<file path="config.mk">
export PLATFORM = sky130hd
export DESIGN_NAME = etpb_walker_flat
export DESIGN_NICKNAME = d
export VERILOG_FILES = /design/src/sv/etpb_pkg.sv /design/src/sv/etpb_if.sv /design/src/sv/etpb_walker.sv /design/src/flat_wrapper.sv
export SDC_FILE = /design/constraint.sdc
export NUM_CORES = 1
export LEC_CHECK = 0
export BUFFER_PORTS_ARGS = -buffer_cell sky130_fd_sc_hd__clkbuf_2
export CAP_MARGIN = 10
export CORE_MARGIN = 2
export CORE_UTILIZATION = 51
export DETAILED_ROUTE_END_ITERATION = 8
export GPL_TIMING_DRIVEN = 0
export HOLD_SLACK_MARGIN = 0.03
export PLACE_DENSITY_LB_ADDON = 0.3
export SYNTH_ARGS = -nofsm -noshare
export SYNTH_HDL_FRONTEND = slang
export SYNTH_SLANG_ARGS = --single-unit
</file>
<file path="constraint.sdc">
create_clock -name clk_i -period 2.9 [get_ports clk_i]
set_clock_uncertainty 0.2 [all_clocks]
set_input_delay 0.29 -clock clk_i [delete_from_list [all_inputs] [get_ports clk_i]]
set_output_delay 0.29 -clock clk_i [all_outputs]
set_load 0.05 [all_outputs]
</file>
<file path="src/sv/etpb_pkg.sv">
// ----------------------------------------------------------------------------
// Elimination tree parent builder package
// Shared widths, defaults, operation codes and the ancestor entry type.
// ----------------------------------------------------------------------------
package etpb_pkg;

  // Width of a node position in the edge and pair words.
  localparam int unsigned FIELD_W = 10;

  // Default size of the ancestor store.
  localparam int unsigned MAX_NODES_DEF = 1024;

  // Operation codes carried in the op field of an edge word.
  localparam logic OP_EDGE  = 1'b0;
  localparam logic OP_CLEAR = 1'b1;

  // One ancestor store entry: a valid flag and the ancestor's position.
  typedef struct packed {
    logic               valid;
    logic [FIELD_W-1:0] node;
  } anc_entry_t;

endpackage

</file>
<file path="src/sv/etpb_if.sv">
// ----------------------------------------------------------------------------
// Elimination tree parent builder channels
// Valid/ready channels for edge words in and child/parent words out.
// ----------------------------------------------------------------------------
interface etpb_in_if
  import etpb_pkg::*;
();
  logic               valid;
  logic               ready;
  logic               op;
  logic [FIELD_W-1:0] column;
  logic [FIELD_W-1:0] neighbor;

  modport source (output valid, output op, output column, output neighbor, input ready);
  modport sink   (input valid, input op, input column, input neighbor, output ready);
endinterface

interface etpb_out_if
  import etpb_pkg::*;
();
  logic               valid;
  logic               ready;
  logic [FIELD_W-1:0] child;
  logic [FIELD_W-1:0] parent;

  modport source (output valid, output child, output parent, input ready);
  modport sink   (input valid, input child, input parent, output ready);
endinterface

</file>
<file path="src/sv/etpb_walker.sv">
// ----------------------------------------------------------------------------
// Ancestor chain walker
// Takes edge words, chases and compresses the ancestor chain in the store,
// sweeps the store on clear and holds the result word until it is taken.
// ----------------------------------------------------------------------------
module etpb_walker
  import etpb_pkg::*;
#(
  parameter int unsigned MAX_NODES = MAX_NODES_DEF,
  localparam int unsigned AW = $clog2(MAX_NODES)
) (
  input  logic          clk_i,
  input  logic          rst_ni,
  etpb_in_if.sink       in_i,
  etpb_out_if.source    out_o,
  output logic          mem_we_o,
  output logic [AW-1:0] mem_waddr_o,
  output anc_entry_t    mem_wdata_o,
  output logic          mem_re_o,
  output logic [AW-1:0] mem_raddr_o,
  input  anc_entry_t    mem_rdata_i
);

  typedef enum logic [1:0] {
    ST_SWEEP,
    ST_IDLE,
    ST_WALK,
    ST_HOLD
  } state_e;

  state_e             state_q, state_d;
  logic [AW-1:0]      sweep_q, sweep_d;
  logic [AW-1:0]      cur_q, cur_d;
  logic [FIELD_W-1:0] col_q, col_d;
  logic               out_valid_q, out_valid_d;
  logic [FIELD_W-1:0] child_q, child_d;
  logic [FIELD_W-1:0] parent_q, parent_d;

  logic                  in_fire;
  logic                  edge_ok;
  logic                  slot_free;
  logic [AW+FIELD_W-1:0] nb_wide;
  logic [AW+FIELD_W-1:0] node_wide;
  logic [AW+FIELD_W-1:0] cur_wide;

  // Positions are widened before they are cut to the address width, so the
  // same code serves stores smaller and larger than the field range.
  assign nb_wide   = {{AW{1'b0}}, in_i.neighbor};
  assign node_wide = {{AW{1'b0}}, mem_rdata_i.node};
  assign cur_wide  = {{FIELD_W{1'b0}}, cur_q};

  assign in_fire   = in_i.valid && in_i.ready;
  assign slot_free = !out_valid_q || out_o.ready;
  assign edge_ok   = (32'(in_i.column) < MAX_NODES) && (32'(in_i.neighbor) < MAX_NODES)
                     && (in_i.neighbor < in_i.column);

  always_comb begin
    state_d     = state_q;
    sweep_d     = sweep_q;
    cur_d       = cur_q;
    col_d       = col_q;
    out_valid_d = out_valid_q && !out_o.ready;
    child_d     = child_q;
    parent_d    = parent_q;
    mem_we_o    = 1'b0;
    mem_waddr_o = cur_q;
    mem_wdata_o = '{valid: 1'b1, node: col_q};
    mem_re_o    = 1'b0;
    mem_raddr_o = nb_wide[AW-1:0];

    unique case (state_q)
      ST_SWEEP: begin
        mem_we_o    = 1'b1;
        mem_waddr_o = sweep_q;
        mem_wdata_o = '0;
        sweep_d     = sweep_q + AW'(1);
        if (sweep_q == AW'(MAX_NODES - 1)) begin
          state_d = ST_IDLE;
        end
      end
      ST_IDLE: begin
        if (in_fire) begin
          if (in_i.op == OP_CLEAR) begin
            sweep_d = '0;
            state_d = ST_SWEEP;
          end else if (edge_ok) begin
            mem_re_o = 1'b1;
            cur_d    = nb_wide[AW-1:0];
            col_d    = in_i.column;
            state_d  = ST_WALK;
          end
        end
      end
      ST_WALK: begin
        if (mem_rdata_i.valid && (mem_rdata_i.node != col_q)) begin
          // Repoint the visited entry at the column and follow its ancestor.
          mem_we_o    = 1'b1;
          mem_re_o    = 1'b1;
          mem_raddr_o = node_wide[AW-1:0];
          cur_d       = node_wide[AW-1:0];
        end else if (mem_rdata_i.valid) begin
          state_d = ST_IDLE;
        end else begin
          // A root: it becomes a child of the column. The pair register is
          // only loaded once the previous word has left it.
          mem_we_o = 1'b1;
          if (slot_free) begin
            child_d     = cur_wide[FIELD_W-1:0];
            parent_d    = col_q;
            out_valid_d = 1'b1;
            state_d     = ST_IDLE;
          end else begin
            state_d = ST_HOLD;
          end
        end
      end
      ST_HOLD: begin
        if (slot_free) begin
          child_d     = cur_wide[FIELD_W-1:0];
          parent_d    = col_q;
          out_valid_d = 1'b1;
          state_d     = ST_IDLE;
        end
      end
      default: begin
        state_d = ST_IDLE;
      end
    endcase
  end

  always_ff @(posedge clk_i or negedge rst_ni) begin
    if (!rst_ni) begin
      state_q     <= ST_SWEEP;
      sweep_q     <= '0;
      out_valid_q <= 1'b0;
    end else begin
      state_q     <= state_d;
      sweep_q     <= sweep_d;
      out_valid_q <= out_valid_d;
    end
  end

  always_ff @(posedge clk_i) begin
    cur_q    <= cur_d;
    col_q    <= col_d;
    child_q  <= child_d;
    parent_q <= parent_d;
  end

  assign in_i.ready   = (state_q == ST_IDLE);
  assign out_o.valid  = out_valid_q;
  assign out_o.child  = child_q;
  assign out_o.parent = parent_q;

endmodule

</file>
<file path="src/flat_wrapper.sv">
// flat-port wrapper written by rule: the top's interface ports become plain ports
module etpb_walker_flat import etpb_pkg::*;
#(
  parameter int unsigned MAX_NODES = MAX_NODES_DEF,
  localparam int unsigned AW = $clog2(MAX_NODES)
)
  (clk_i, rst_ni, mem_we_o, mem_waddr_o, mem_wdata_o, mem_re_o, mem_raddr_o, mem_rdata_i, in_i_valid, in_i_op, in_i_column, in_i_neighbor, in_i_ready, out_o_valid, out_o_child, out_o_parent, out_o_ready);
  etpb_in_if in_i_i ();
  etpb_out_if out_o_i ();
  input  logic clk_i;
  input  logic rst_ni;
  output logic mem_we_o;
  output logic [AW-1:0] mem_waddr_o;
  output anc_entry_t mem_wdata_o;
  output logic mem_re_o;
  output logic [AW-1:0] mem_raddr_o;
  input  anc_entry_t mem_rdata_i;
  input wire logic [$bits(in_i_i.valid)-1:0] in_i_valid;
  input wire logic [$bits(in_i_i.op)-1:0] in_i_op;
  input wire logic [$bits(in_i_i.column)-1:0] in_i_column;
  input wire logic [$bits(in_i_i.neighbor)-1:0] in_i_neighbor;
  output wire logic [$bits(in_i_i.ready)-1:0] in_i_ready;
  output wire logic [$bits(out_o_i.valid)-1:0] out_o_valid;
  output wire logic [$bits(out_o_i.child)-1:0] out_o_child;
  output wire logic [$bits(out_o_i.parent)-1:0] out_o_parent;
  input wire logic [$bits(out_o_i.ready)-1:0] out_o_ready;
  assign in_i_i.valid = in_i_valid;
  assign in_i_i.op = in_i_op;
  assign in_i_i.column = in_i_column;
  assign in_i_i.neighbor = in_i_neighbor;
  assign in_i_ready = in_i_i.ready;
  assign out_o_valid = out_o_i.valid;
  assign out_o_child = out_o_i.child;
  assign out_o_parent = out_o_i.parent;
  assign out_o_i.ready = out_o_ready;
  etpb_walker #(.MAX_NODES(MAX_NODES)) u_core (.clk_i(clk_i), .rst_ni(rst_ni), .in_i(in_i_i), .out_o(out_o_i), .mem_we_o(mem_we_o), .mem_waddr_o(mem_waddr_o), .mem_wdata_o(mem_wdata_o), .mem_re_o(mem_re_o), .mem_raddr_o(mem_raddr_o), .mem_rdata_i(mem_rdata_i));
endmodule
</file>
==> PnR_summary.wiki <==
{| class="wikitable"
! Metric !! Value
|-
| Endpoint of the worst hold path || u_core.cur_q[0]
|-
| Core Util, Final || 67.4%
|-
| Register area share after synthesis || 54.0%
|-
| Vias || 2053
|-
| Most used cells in the layout excluding fill and tap cells || 91 x sky130_fd_sc_hd__clkbuf_2, 40 x sky130_fd_sc_hd__edfxtp_1, 22 x sky130_fd_sc_hd__mux2_2
|-
| Global-route total usage across every layer || 21.5%
|-
| Maximum vdd drop || 0.522 mV
|-
| Initial standard-cell utilization of the core || 52.0%
|-
| Total negative slack for setup checks || 0 ps
|-
| Dominant combinational cell family by area after synthesis || multiplexers
|-
| Root Buffer Master || sky130_fd_sc_hd__clkbuf_8
|-
| Port buffer count || 90
|-
| Multiplexer area fraction after synthesis || 14.1%
|-
| Crit-path cells || xor2_1, nor4_2, a31oi_4, buf_6, mux2_4, clkbuf_2
|-
| Final number of hold-violating endpoints || 0
|-
| Buffer count from post-CTS setup fixing || 0
|-
| # clock sinks || 53
|-
| Worst rel slew slack || 61.1%
|-
| Syn-to-layout area delta || 29.6%
|-
| Post-placement cell count || 381
|-
| Post-place instance area || 0.00339 mm^2
|-
| Distinct cell type count after synthesis || 40
|-
| Maximum number of pins on one net before global-route repair || 17
|-
| First-pass GRT wire length || 10.0 mm
|-
| Placement row count || 27
|-
| Post-detailed-route wirelength per cell || 16.2 um
|-
| Kind of critical path || register to primary output
|-
| Fraction of the mapped netlist area in compound gates || 5.62%
|-
| Post-synthesis area per instance || 13.0 um^2
|-
| Maximum frequency from static timing analysis || 360 MHz
|-
| Capturing element type of the critical path || primary output
|-
| Synthesis warning total || 0
|-
| Share of the clock period used by the worst path after layout || 95.7%
|-
| Capture instance of the worst register-to-register path || u_core.sweep_q[9]
|-
| Total nets after synthesis || 269
|-
| Setup repair after global routing missed its margin || no
|-
| Depth of the worst hold-timing path || 2
|-
| Sum of routed wire length over all layers || 6.48 mm
|-
| CP max stage delay || 440 ps
|-
| Final critical-path required period || 2780 ps
|-
| Startpoint type of the worst setup path || register
|-
| Area fraction of the dominant cell type after synthesis || 42.5%
|-
| Result of the run || complete, no violations
|-
| Post-synthesis cell area || 0.00283 mm^2
|-
| Commonest non-fill, non-tap cell in the layout || sky130_fd_sc_hd__clkbuf_2
|-
| Fillers || 442
|-
| Hold crit path type || primary input to register
|-
| Post-Synth Adder-Cell Area || 6.64%
|-
| Post-detailed-route count of antenna-violating nets || 0
|-
| PwrDens || 955 mW/mm^2
|-
| Origin of the critical flop-to-flop path || u_core.state_q[1]
|-
| Post-synthesis cell type with the largest combined area || sky130_fd_sc_hd__edfxtp_1
|-
| Power after layout || 0.00350 W
|-
| Antenna cells || 0
|-
| Leak pwr || 1.64 nW
|-
| Number of buffers on the longest clock path || 2
|-
| Remaining Overflow, GRT || 0
|-
| Gate Count Post-Synth || 218
|-
| Worst reg2reg path depth || 9
|-
| Non-filler cells, final || 399
|-
| DRC violations left || 0
|-
| Reg2Reg Setup Slack || 600 ps
|-
| CP Max Fanout || 10
|-
| Number of top-level pins || 91
|-
| Via count of the first global-routing pass || 2025
|-
| Fraction of layout cells with a size suffix above 1 || 44.3%
|-
| Die area || 0.00616 mm^2
|-
| Number of buffers created by CTS || 5
|-
| Slowest stage cell on the critical path || sky130_fd_sc_hd__edfxtp_1
|-
| Half-perimeter wire length of the detailed placement result || 4.72 mm
|-
| Beginning of the worst hold path || in_i_neighbor[0]
|-
| Initial antenna violation count || 0
|-
| Xor/xnor share of the synthesized area || 4.34%
|-
| Cell area after layout || 0.00366 mm^2
|-
| TritonCTS clock tree || built
|-
| DRT iter0 DRCs || 115
|-
| Core Region || 0.00544 mm^2
|-
| Source-to-sink clock delay at the later pin of the worst-skew pair || 310 ps
|-
| Worst path required time || 2410 ps
|-
| Number of synthesized register bits || 53
|-
| Via/cell ratio || 5.15
|-
| H-tree Lvls || 2
|-
| Count of final setup violators || 0
|-
| Max-cap violations || 0
|-
| Clock slew seen by the registers of the worst setup and hold paths || 100 ps
|-
| Nets@finish || 377
|-
| Placer's final routability congestion estimate || 0.811
|-
| Top cells by area in the synthesized netlist || sky130_fd_sc_hd__edfxtp_1 42%, sky130_fd_sc_hd__dfrtp_1 12%, sky130_fd_sc_hd__mux2_2 8.8%
|-
| Crit path arrival time || 2290 ps
|-
| Horizontal extent of the die || 78.5 um
|-
| Slew @ Worst Pin || 583 ps
|-
| First-pass iteration count of the detailed router || 5
|-
| Area share of and/or/nand/nor cells after synthesis || 12.4%
|-
| Max Slew Vio Count || 0
|-
| Floorplan die height || 78.5 um
|}
-- registers in the layout, summed over array words and instances (netlist names) --
signal               count
u_core.state_q           2
u_core.out_o.parent     10
u_core.cur_q            10
u_core.out_o.valid       1
u_core.sweep_q          10
u_core.out_o.child      10
u_core.col_q            10
-- final cells by class --
cell class | instances | area, um^2 | area share (%)
buffer | 5 | 30.0 | 0.819
clock buffer | 5 | 68.8 | 1.88
clock inverter | 3 | 65.1 | 1.78
inverter | 14 | 52.6 | 1.43
multi-input combinational | 145 | 1260 | 34.3
sequential | 53 | 1530 | 41.7
tap | 72 | 90.1 | 2.46
timing repair buffer | 102 | 576 | 15.7
-- power breakdown --
part	internal, W	switching [W]	leakage (nW)
Clock	0.000343	0.000246	0.0681
Sequential	0.00102	0.000120	0.535
Combinational	0.000477	0.00129	1.04
-- cells in the mapped netlist, drive strengths merged --
cell type and instances:
edfxtp 40, mux2 30, ha 15, inv 14, nand2 14, xor2 14, dfrtp 13, nor2 11
nor2b 11, o21ai 8, a21oi 6, nand4 4, a211oi 3, and3 3, buf 3, clkbuf 3
mux2i 3, nor4 3, or3 3, a21o 2, nand2b 2, nand3 2, nor3 2, nor3b 2
a31oi 1, a41oi 1, and4 1, nand3b 1, nand4b 1, o21a 1, o22a 1
-- worst max-delay path: cells and delay by family, from the launching register on --
kind	cells	cell delay, ps
flops	1	440
simple gates	1	420
mux	1	300
buf+inv	2	440
compound gates	1	170
xor+xnor	1	200
-- metal layers --
layer,up-vias,part of all wire [%],global-route usage (%)
met5,-,0,0
li1,1004,-,-
met4,0,0.56,4.39
met1,977,43,26.7
met2,68,50,38.3
met3,4,5.8,5.17
-- stage by stage --
step / setup WS, ps / hold slack [ps]
global placement: -122 / 6.03
detailed placement: -104 / 17.1
finish: 125 / 125
floorplan: 321 / -206
CTS: 27.9 / 116
global route: 46.3 / 117
-- worst max path at each step --
stage                       from                      to  slack (ps)  cells after the start
3_5_place_dp    in_i_neighbor[7]                mem_re_o        -100                      8
6_report         u_core.col_q[8]          mem_raddr_o[1]         120                      6
3_3_place_gp   u_core.state_q[0]  u_core.out_o.parent[4]        -120                      6
2_1_floorplan  u_core.state_q[1]                mem_re_o         320                      6
5_1_grt        u_core.state_q[0]          mem_raddr_o[1]          50                      7
4_1_cts         in_i_neighbor[7]                mem_re_o          30                      8
-- repair_timing --
action	CTS	global route
hold buffers	11	0
endpoints found under the hold margin	23	0
setup endpoints to repair	8	22
gates resized for setup	2	6
pin swaps	0	0
-- logic make-up after synthesis --
kind of cell | count (synthesis)
AND/OR/NAND/NOR | 60
flip-flops | 53
multiplexers | 33
AO/OA/AOI/OAI | 23
buffers and inverters | 20
adder cells (fa/ha/maj) | 15
XOR/XNOR | 14
Note: power is estimated with default switching activity, not from simulation.
